File: src/design/battery_pack_mode_controller_top_macros.svh
// ----------------------------------------------------------------------------
// Battery pack mode controller assertion macros
// Concurrent assertion shorthands used by the controller core RTL.
// ----------------------------------------------------------------------------
`ifndef BATTERY_PACK_MODE_CONTROLLER_TOP_MACROS_SVH
`define BATTERY_PACK_MODE_CONTROLLER_TOP_MACROS_SVH

`ifndef SYNTH
`define BPMC_ASSERT(lbl, clk, rst_n, expr) \
    lbl: assert property (@(posedge clk) disable iff (!rst_n) (expr)) \
        else $error("bpmc assertion failed");
`define BPMC_ASSERT_NEXT(lbl, clk, rst_n, ante, cons) \
    lbl: assert property (@(posedge clk) disable iff (!rst_n) (ante) |=> (cons)) \
        else $error("bpmc assertion failed");
`else
`define BPMC_ASSERT(lbl, clk, rst_n, expr)
`define BPMC_ASSERT_NEXT(lbl, clk, rst_n, ante, cons)
`endif

`endif

File: src/design/bpmc_pkg.sv
// ----------------------------------------------------------------------------
// Battery pack mode controller package
// Payload types, configuration layout and command codes.
// ----------------------------------------------------------------------------
package bpmc_pkg;

    localparam int ModW     = 16;
    localparam int LimW     = 20;
    localparam int TimeW    = 32;
    localparam int CmdW     = 3;
    localparam int ModeW    = 3;
    localparam int CposW    = 2;
    localparam int CfgIdxW  = 2;
    localparam int CfgDataW = 32;

    localparam int NumModulesDef = 16;

    localparam logic [CfgIdxW-1:0] CfgWatchdog  = 2'd0;
    localparam logic [CfgIdxW-1:0] CfgMaxCharge = 2'd1;
    localparam logic [CfgIdxW-1:0] CfgMaxDisch  = 2'd2;

    localparam logic [TimeW-1:0] ResetWatchdog = 32'd5000;
    localparam logic [LimW-1:0]  ResetMaxLimit = 20'd100000;

    localparam logic [CmdW-1:0] CmdNone       = 3'd0;
    localparam logic [CmdW-1:0] CmdConnChg    = 3'd1;
    localparam logic [CmdW-1:0] CmdConnDchg   = 3'd2;
    localparam logic [CmdW-1:0] CmdDisconnect = 3'd3;
    localparam logic [CmdW-1:0] CmdSetLimits  = 3'd4;
    localparam logic [CmdW-1:0] CmdPowerSave  = 3'd5;
    localparam logic [CmdW-1:0] CmdReset      = 3'd6;

    localparam logic [CposW-1:0] CposOpen   = 2'd0;
    localparam logic [CposW-1:0] CposClosed = 2'd2;

    typedef struct packed {
        logic             prot_trip;
        logic [ModW-1:0]  module_ok_mask;
        logic [TimeW-1:0] uptime;
        logic             cmd_valid;
        logic [CmdW-1:0]  mode;
        logic [TimeW-1:0] cmd_time;
        logic [LimW-1:0]  cmd_charge_limit;
        logic [LimW-1:0]  cmd_discharge_limit;
        logic [CposW-1:0] contactor_position;
        logic             contactor_fault;
        logic             reset_allowed;
    } t_in;

    typedef struct packed {
        logic [ModeW-1:0] pack_mode_out;
        logic             open_request;
        logic             close_request;
        logic             protection_reset;
        logic             ems_expired;
        logic [LimW-1:0]  charge_limit_out;
        logic [LimW-1:0]  discharge_limit_out;
    } t_out;

    typedef struct packed {
        logic [TimeW-1:0] ems_window_ms;
        logic [LimW-1:0]  max_charge_limit;
        logic [LimW-1:0]  max_discharge_limit;
    } t_cfg;

endpackage

File: src/design/battery_pack_mode_controller_top.sv
// ----------------------------------------------------------------------------
// Battery pack mode controller
// Pack mode machine with EMS watchdog, contactor requests and current limits.
//
//   Channel   Direction  Handshake            Payload
//   input     in         i_valid / o_stall    i_data (bpmc_pkg::t_in)
//   result    out        o_valid / i_stall    o_data (bpmc_pkg::t_out)
//   config    in         i_cfg_we             i_cfg_addr, i_cfg_data
//
// A beat is captured in the input register at its accepting edge, and its
// result is valid once the mode logic loads the result register. One beat is
// accepted per cycle while the result is not stalled; the mode machine
// resolves a whole tick combinationally.
// Reset is synchronous and needs no clearing pass.
// A stalled result holds the core, which then stalls the input once its
// register is full.
// ----------------------------------------------------------------------------
module battery_pack_mode_controller_top #(
    parameter int NUM_MODULES = bpmc_pkg::NumModulesDef
) (
    input  logic                            i_clk,
    input  logic                            i_rst_n,
    input  logic                            i_cfg_we,
    input  logic [bpmc_pkg::CfgIdxW-1:0]    i_cfg_addr,
    input  logic [bpmc_pkg::CfgDataW-1:0]   i_cfg_data,
    input  logic                            i_valid,
    input  bpmc_pkg::t_in                   i_data,
    output logic                            o_stall,
    output logic                            o_valid,
    output bpmc_pkg::t_out                  o_data,
    input  logic                            i_stall
);

    bpmc_pkg::t_cfg r_cfg;
    logic           s1_valid;
    bpmc_pkg::t_in  s1_data;
    logic           core_adv;

    always_ff @(posedge i_clk) begin
        if (!i_rst_n) begin
            r_cfg.ems_window_ms       <= bpmc_pkg::ResetWatchdog;
            r_cfg.max_charge_limit    <= bpmc_pkg::ResetMaxLimit;
            r_cfg.max_discharge_limit <= bpmc_pkg::ResetMaxLimit;
        end else if (i_cfg_we) begin
            unique case (i_cfg_addr)
                bpmc_pkg::CfgWatchdog: begin
                    r_cfg.ems_window_ms <= i_cfg_data;
                end
                bpmc_pkg::CfgMaxCharge: begin
                    r_cfg.max_charge_limit <= i_cfg_data[bpmc_pkg::LimW-1:0];
                end
                bpmc_pkg::CfgMaxDisch: begin
                    r_cfg.max_discharge_limit <= i_cfg_data[bpmc_pkg::LimW-1:0];
                end
                default: begin
                    r_cfg <= r_cfg;
                end
            endcase
        end
    end

    bpmc_in_reg u_in_reg (
        .i_clk   (i_clk),
        .i_rst_n (i_rst_n),
        .i_valid (i_valid),
        .i_data  (i_data),
        .o_stall (o_stall),
        .o_valid (s1_valid),
        .o_data  (s1_data),
        .i_adv   (core_adv)
    );

    bpmc_core #(
        .NUM_MODULES (NUM_MODULES)
    ) u_core (
        .i_clk   (i_clk),
        .i_rst_n (i_rst_n),
        .i_cfg   (r_cfg),
        .i_valid (s1_valid),
        .i_data  (s1_data),
        .o_adv   (core_adv),
        .o_valid (o_valid),
        .o_data  (o_data),
        .i_stall (i_stall)
    );

endmodule

File: src/design/bpmc_in_reg.sv
// ----------------------------------------------------------------------------
// Battery pack mode controller input register
// Captures one input beat and holds it until the core takes it.
// ----------------------------------------------------------------------------
module bpmc_in_reg (
    input  logic          i_clk,
    input  logic          i_rst_n,
    input  logic          i_valid,
    input  bpmc_pkg::t_in i_data,
    output logic          o_stall,
    output logic          o_valid,
    output bpmc_pkg::t_in o_data,
    input  logic          i_adv
);

    logic          r_valid;
    bpmc_pkg::t_in r_data;
    logic          take;

    assign o_stall = r_valid && !i_adv;
    assign take    = i_valid && !o_stall;
    assign o_valid = r_valid;
    assign o_data  = r_data;

    always_ff @(posedge i_clk) begin
        if (!i_rst_n) begin
            r_valid <= 1'b0;
        end else begin
            if (take) begin
                r_valid <= 1'b1;
                r_data  <= i_data;
            end else if (i_adv) begin
                r_valid <= 1'b0;
            end
        end
    end

endmodule

File: src/design/bpmc_core.sv
// ----------------------------------------------------------------------------
// Battery pack mode controller core
// Pack mode machine, watchdog, limits and the registered result beat.
// ----------------------------------------------------------------------------
`include "battery_pack_mode_controller_top_macros.svh"

module bpmc_core #(
    parameter int NUM_MODULES = bpmc_pkg::NumModulesDef
) (
    input  logic           i_clk,
    input  logic           i_rst_n,
    input  bpmc_pkg::t_cfg i_cfg,
    input  logic           i_valid,
    input  bpmc_pkg::t_in  i_data,
    output logic           o_adv,
    output logic           o_valid,
    output bpmc_pkg::t_out o_data,
    input  logic           i_stall
);

    localparam int NChk = (NUM_MODULES > bpmc_pkg::ModW) ? bpmc_pkg::ModW : NUM_MODULES;
    localparam logic [bpmc_pkg::ModW-1:0] NeedMask =
        bpmc_pkg::ModW'((33'd1 << NChk) - 33'd1);

    typedef enum logic [bpmc_pkg::ModeW-1:0] {
        M_OFF        = 3'd0,
        M_PSAVE      = 3'd1,
        M_FAULT      = 3'd2,
        M_READY      = 3'd3,
        M_CONNECTING = 3'd4,
        M_CONNECTED  = 3'd5,
        M_NOT_READY  = 3'd6
    } t_mode;

    t_mode                         r_mode, n_mode;
    logic [bpmc_pkg::TimeW-1:0]    r_last, n_last;
    logic [bpmc_pkg::LimW-1:0]     r_chg, n_chg;
    logic [bpmc_pkg::LimW-1:0]     r_dchg, n_dchg;
    logic                          r_tmo, n_tmo;
    logic                          n_open, n_close, n_prot;
    logic                          r_out_valid;
    bpmc_pkg::t_out                r_out;
    logic [bpmc_pkg::TimeW-1:0]    elapsed;
    logic                          fire;
    logic                          is_disc;

    assign o_adv   = !r_out_valid || !i_stall;
    assign fire    = i_valid && o_adv;
    assign elapsed = i_data.uptime - r_last;
    assign is_disc = i_data.cmd_valid && (i_data.mode == bpmc_pkg::CmdDisconnect);
    assign o_valid = r_out_valid;
    assign o_data  = r_out;

    always_comb begin
        n_mode  = r_mode;
        n_last  = r_last;
        n_chg   = r_chg;
        n_dchg  = r_dchg;
        n_tmo   = r_tmo;
        n_open  = 1'b0;
        n_close = 1'b0;
        n_prot  = 1'b0;
        if (i_data.prot_trip && (r_mode != M_FAULT)) begin
            n_mode = M_FAULT;
            n_chg  = '0;
            n_dchg = '0;
            n_open = 1'b1;
        end else if (((r_mode == M_CONNECTED) || (r_mode == M_CONNECTING))
                     && (elapsed > i_cfg.ems_window_ms)) begin
            n_tmo  = 1'b1;
            n_mode = M_FAULT;
            n_chg  = '0;
            n_dchg = '0;
            n_open = 1'b1;
        end else begin
            unique case (r_mode)
                M_NOT_READY: begin
                    if ((i_data.module_ok_mask & NeedMask) == NeedMask) begin
                        n_mode = M_READY;
                    end
                end
                M_READY: begin
                    if (i_data.cmd_valid) begin
                        if ((i_data.mode == bpmc_pkg::CmdConnChg)
                            || (i_data.mode == bpmc_pkg::CmdConnDchg)) begin
                            n_close = 1'b1;
                            n_mode  = M_CONNECTING;
                            n_last  = i_data.uptime;
                        end else if (i_data.mode == bpmc_pkg::CmdPowerSave) begin
                            n_mode = M_PSAVE;
                        end
                    end
                end
                M_CONNECTING: begin
                    if (i_data.cmd_valid && (i_data.mode != bpmc_pkg::CmdNone)) begin
                        n_last = i_data.cmd_time;
                    end
                    if (i_data.contactor_position == bpmc_pkg::CposClosed) begin
                        n_mode = M_CONNECTED;
                    end else if (i_data.contactor_position == bpmc_pkg::CposOpen) begin
                        n_mode = M_READY;
                    end else if (i_data.contactor_fault) begin
                        n_mode = M_FAULT;
                        n_chg  = '0;
                        n_dchg = '0;
                        n_open = 1'b1;
                    end
                    if (is_disc) begin
                        n_open = 1'b1;
                        n_mode = M_READY;
                    end
                end
                M_CONNECTED: begin
                    if (i_data.cmd_valid) begin
                        n_last = i_data.cmd_time;
                        if (i_data.mode == bpmc_pkg::CmdDisconnect) begin
                            n_open = 1'b1;
                            n_mode = M_READY;
                        end else if (i_data.mode == bpmc_pkg::CmdSetLimits) begin
                            if (i_data.cmd_charge_limit < r_chg) begin
                                n_chg = i_data.cmd_charge_limit;
                            end
                            if (i_data.cmd_discharge_limit < r_dchg) begin
                                n_dchg = i_data.cmd_discharge_limit;
                            end
                        end
                    end
                    if (i_data.contactor_fault) begin
                        n_mode = M_FAULT;
                        n_chg  = '0;
                        n_dchg = '0;
                        n_open = 1'b1;
                    end
                end
                M_PSAVE: begin
                    if (i_data.cmd_valid && (i_data.mode != bpmc_pkg::CmdNone)
                        && (i_data.mode != bpmc_pkg::CmdPowerSave)) begin
                        n_mode = M_READY;
                    end
                end
                M_FAULT: begin
                    if (i_data.cmd_valid && (i_data.mode == bpmc_pkg::CmdReset)
                        && i_data.reset_allowed) begin
                        n_prot = 1'b1;
                        n_chg  = i_cfg.max_charge_limit;
                        n_dchg = i_cfg.max_discharge_limit;
                        n_tmo  = 1'b0;
                        n_mode = M_READY;
                    end
                end
                default: begin
                    n_mode = r_mode;
                end
            endcase
        end
    end

    always_ff @(posedge i_clk) begin
        if (!i_rst_n) begin
            r_mode      <= M_NOT_READY;
            r_last      <= '0;
            r_chg       <= bpmc_pkg::ResetMaxLimit;
            r_dchg      <= bpmc_pkg::ResetMaxLimit;
            r_tmo       <= 1'b0;
            r_out_valid <= 1'b0;
        end else begin
            if (fire) begin
                r_mode                    <= n_mode;
                r_last                    <= n_last;
                r_chg                     <= n_chg;
                r_dchg                    <= n_dchg;
                r_tmo                     <= n_tmo;
                r_out.pack_mode_out       <= n_mode;
                r_out.open_request        <= n_open;
                r_out.close_request       <= n_close;
                r_out.protection_reset    <= n_prot;
                r_out.ems_expired         <= n_tmo;
                r_out.charge_limit_out    <= n_chg;
                r_out.discharge_limit_out <= n_dchg;
                r_out_valid               <= 1'b1;
            end else if (!i_stall) begin
                r_out_valid <= 1'b0;
            end
        end
    end

    `BPMC_ASSERT(a_fault_limits_zero, i_clk, i_rst_n,
        (r_mode != M_FAULT) || ((r_chg == '0) && (r_dchg == '0)))
    `BPMC_ASSERT(a_timeout_enters_fault, i_clk, i_rst_n,
        !$rose(r_tmo) || (r_mode == M_FAULT))
    `BPMC_ASSERT_NEXT(a_close_from_ready, i_clk, i_rst_n,
        fire && n_close, (r_mode == M_CONNECTING) && (r_out.close_request == 1'b1))
    `BPMC_ASSERT_NEXT(a_mode_holds_idle, i_clk, i_rst_n,
        !fire, $stable(r_mode) && $stable(r_chg) && $stable(r_dchg))

endmodule

File: config.mk
export PLATFORM = sky130hd
export DESIGN_NAME = battery_pack_mode_controller_top
export DESIGN_NICKNAME = d
export VERILOG_FILES = /design/src/design/bpmc_pkg.sv /design/src/design/battery_pack_mode_controller_top.sv /design/src/design/bpmc_in_reg.sv /design/src/design/bpmc_core.sv
export VERILOG_INCLUDE_DIRS = /design/src /design/src/design
export SDC_FILE = /design/constraint.sdc
export NUM_CORES = 1
export LEC_CHECK = 0
export ABC_AREA = 1
export BUFFER_PORTS_ARGS = -buffer_cell sky130_fd_sc_hd__buf_2
export CAP_MARGIN = 20
export CORE_MARGIN = 2
export CORE_UTILIZATION = 30
export DETAILED_ROUTE_END_ITERATION = 8
export MAX_ROUTING_LAYER = met4
export PLACE_DENSITY = 0.47
export SLEW_MARGIN = 20
export SYNTH_ARGS = -nofsm -noshare
export SYNTH_HDL_FRONTEND = slang
export SYNTH_SLANG_ARGS = --single-unit
File: constraint.sdc
create_clock -name i_clk -period 3.4 [get_ports i_clk]
set_input_delay 0 -clock i_clk [delete_from_list [all_inputs] [get_ports i_clk]]
set_output_delay 0 -clock i_clk [all_outputs]
set_load 0.03 [all_outputs]
==> metrics.txt <==
crit path launch type flip-flop; final core utilization 43.4%; post-synth cell types 43; CTS tree built; Wirelength per Cell 16.1 um; CP arrival 4.27 ns; nets 2916; crit path kind flip-flop to flip-flop; Layout area overhead 43.6%; worst slew pin tran 0.920 ns; Hold Path Class input pin to flip-flop; Final ANT Viol Nets 0; ys async rst share 0%; PD cells 447 nW/um^2; Cells after Synth 2102; CTS buffer count 40; Reg area 8290 sq um; final weighted congestion in routability-driven placement 0.868; DRT Wirelength 55300 um; Max Fclk 260 MHz; mapped cell area 16900 sq um; dominant cell type by area after synthesis edfxtp_1; H-tree depth 2; Post-synth EDFFs 176; Final Non-Filler Cells 3437; vias 15700; unrepaired setup endpoints after global routing yes; crit-path max FO 5; Site Rows 87; ranking of synthesized cells by area edfxtp_1 (31%), dfxtp_1 (18%), nand2_1 (11%); min Tclk post-route 3.85 ns; Main synth FF type edfxtp_1; Final Hold Vio Count 0; Max-cap violations 0; most frequent cells after synthesis nand2_1 (503), inv_1 (265), nor2_1 (229), a21oi_1 (198), edfxtp_1 (176); syn_nets 2372; vias per cell 4.57; Die Wd 242 um; GRT Total Usage 18.9%; Tot Pwr 10.9 mW; Layout fillers 5518; Setup Viol. Count Final 122; clock root buffer clkbuf_16; Static Leakage 10.8 nW; HPWL Detailed 37700 um; placed cell count 3156; Synth warnings 0; final worst path period share 113%; Clock Skews 0.0291 ns; fin. max-slew vios 0; status finished with violations; pre-CTS setup slack -0.773 ns; share of the synthesized area in the top cell type 31.2%; Post-DP Area 20000 sq um; height of the die 242 um; core area 56100 sq um; DRC 0; initial antenna violation count 2; global-route wire length before repair 85300 um; pin count of the biggest net entering global routing 75; post-route cell area 24300 sq um; die area 58400 sq um; number of port buffers 216; layout cells sized above 1 24.8%; worst skew pair latency 0.57 ns; R2R cell count 22; Crit Reg-Reg Startpoint u_in_reg.o_data[99]$_DFFE_PP_; total clock sinks 326; setup ws final -0.451 ns; Pre-Repair DR Iteration Count 5; Slew HR 38.7%; failing checks setup timing; nature of the critical path endpoint flip-flop; R2R setup slack -0.45 ns; terminus of the critical flop-to-flop path u_core.o_data[25]$_DFFE_PP_; clock-pin slew on the worst setup and hold paths 0.06 ns; DR iter-0 viols 688; Seq/Total Area, Yosys 48.9%; syn avg cell area 8.06 sq um; Worst EP required 3.82 ns; vias in the first global route 15900; initial core utilization 30.2%; Worst Setup SP u_in_reg.o_data[99]$_DFFE_PP_; count leader, synth nand2_1; Max VDD drop 0.000354 V; Hold Slack 0.0689 ns; Hold Crit Start i_rst_n; CTS Buffer Depth 3; # IOs 217; GRT overflow 0; Worst setup endpoint u_core.o_data[25]$_DFFE_PP_; flops & latches, synth 326; setup tns final -40.65 ns; footprint of the multi-input gates 8190 sq um
[sequential cells by signal (all words and copies together) (netlist names)]
signal / count
u_in_reg.o_data: 129
u_core.r_tmo: 1
r_cfg: 72
u_in_reg.o_valid: 1
u_core.r_last: 32
u_core.r_mode: 3
u_core.o_data: 47
u_core.r_chg: 20
u_core.r_dchg: 20
u_core.o_valid: 1
[report_power, final]
group | leakage, nW | internal (mW) | switching (mW) | total, mW
registers | 2.87 | 4.37 | 0.110 | 4.48
clock network | 0.636 | 2.50 | 1.76 | 4.26
logic | 7.27 | 0.920 | 1.21 | 2.13
[cell type report]
cell class	count	share of cell area, %
Antenna cell	3	0.0309
Clock inverter	16	0.515
Tap cell	756	3.89
Multi-Input combinational cell	1418	33.7
Clock buffer	58	4.85
Timing Repair Buffer	585	18.7
Inverter	275	4.26
Sequential cell	326	34.1
[layout by cell type, fill, tap and decap left out, types with 4 or more instances in the layout]
master         netlist  layout
xor2_1              18      13
dlygate4sd3_1        0     171
buf_4                3     171
buf_6                0      12
clkinv_2             0       7
nand3_1             90      77
a21oi_2              2      27
o21a_1               4       4
o21ai_1             44      50
nand2_2              3      28
xor2_2               0       5
inv_2                8      19
o211ai_1            15      15
dfxtp_1            150     150
nand3_2              0      12
inv_1              265     253
edfxtp_1           176     176
clkbuf_1            51       9
ha_4                 0      19
a21o_1              12      12
clkbuf_8             0       4
nor3_2               3       8
nand4_1             29      29
clkbuf_16            0      46
nor2_2               1      16
nor3_1              15      10
nand2_1            503     473
o21ai_0            113     104
nor2_4               0      22
ha_1               101      81
xnor2_1              8       7
buf_12               0      10
nor2_1             229     192
a21oi_1            198     170
buf_2               25     215
clkinvlp_4           0       5
nand2_4              0       4
[critical path: stages, from the launching register on]
cell and delay (ns):
edfxtp_1 0.46, ha_4 0.30, a21o_1 0.24, a21o_1 0.19
a21oi_2 0.17, nand3_2 0.13, buf_4 0.15, buf_4 0.12
buf_4 0.12, xor2_1 0.13, ha_1 0.32, nand2_1 0.08
nor2_1 0.04, nand2_1 0.06, a21oi_1 0.08, nor2_2 0.12
nand2_2 0.09, buf_12 0.13, a21oi_4 0.23, buf_4 0.16
buf_6 0.14, nand2_1 0.10, nor2_4 0.14
[worst min path at each step]
stage / endpoint / slack, ns / cells past startpoint
final: u_core.o_valid$_SDFFE_PN0P_ / 0.07 / 4
after global placement: u_in_reg.o_data[50]$_DFFE_PP_ / 0.18 / 1
after CTS: u_core.r_dchg[5]$_SDFFE_PN1P_ / 0.05 / 5
after detailed placement: u_in_reg.o_data[33]$_DFFE_PP_ / 0.18 / 1
after floorplan: u_in_reg.o_data[0]$_DFFE_PP_ / 0.1 / 0
after global routing: u_core.o_valid$_SDFFE_PN0P_ / 0.09 / 4
[logic make-up after synthesis]
family                     synth area share [%]
AOI/OAI and AO/OA                          12.9
xor gates and xnor gates                   1.34
adders and majority gates                  7.58
buffers and inverters                      8.19
DFF                                        48.9
and+or+nand+nor                            21.0
[repair_timing]
action	4_1_cts	5_1_grt
buffers inserted	17	10
resized for setup	158	54
hold endpoints to repair	203	0
hold buffers	171	0
setup endpoints to repair	122	122
gates cloned	3	6
pin swaps	43	49
[routing by layer]
metal | routed length (um) | track usage (%) | vias to the layer above
met4 | 1470 | 6.05 | 0
met5 | 0 | - | -
met2 | 26400 | 31.1 | 300
met1 | 25300 | 23.9 | 7302
met3 | 2130 | 2.89 | 70
li1 | - | - | 8020
Note: power is estimated with default switching activity, not from simulation.
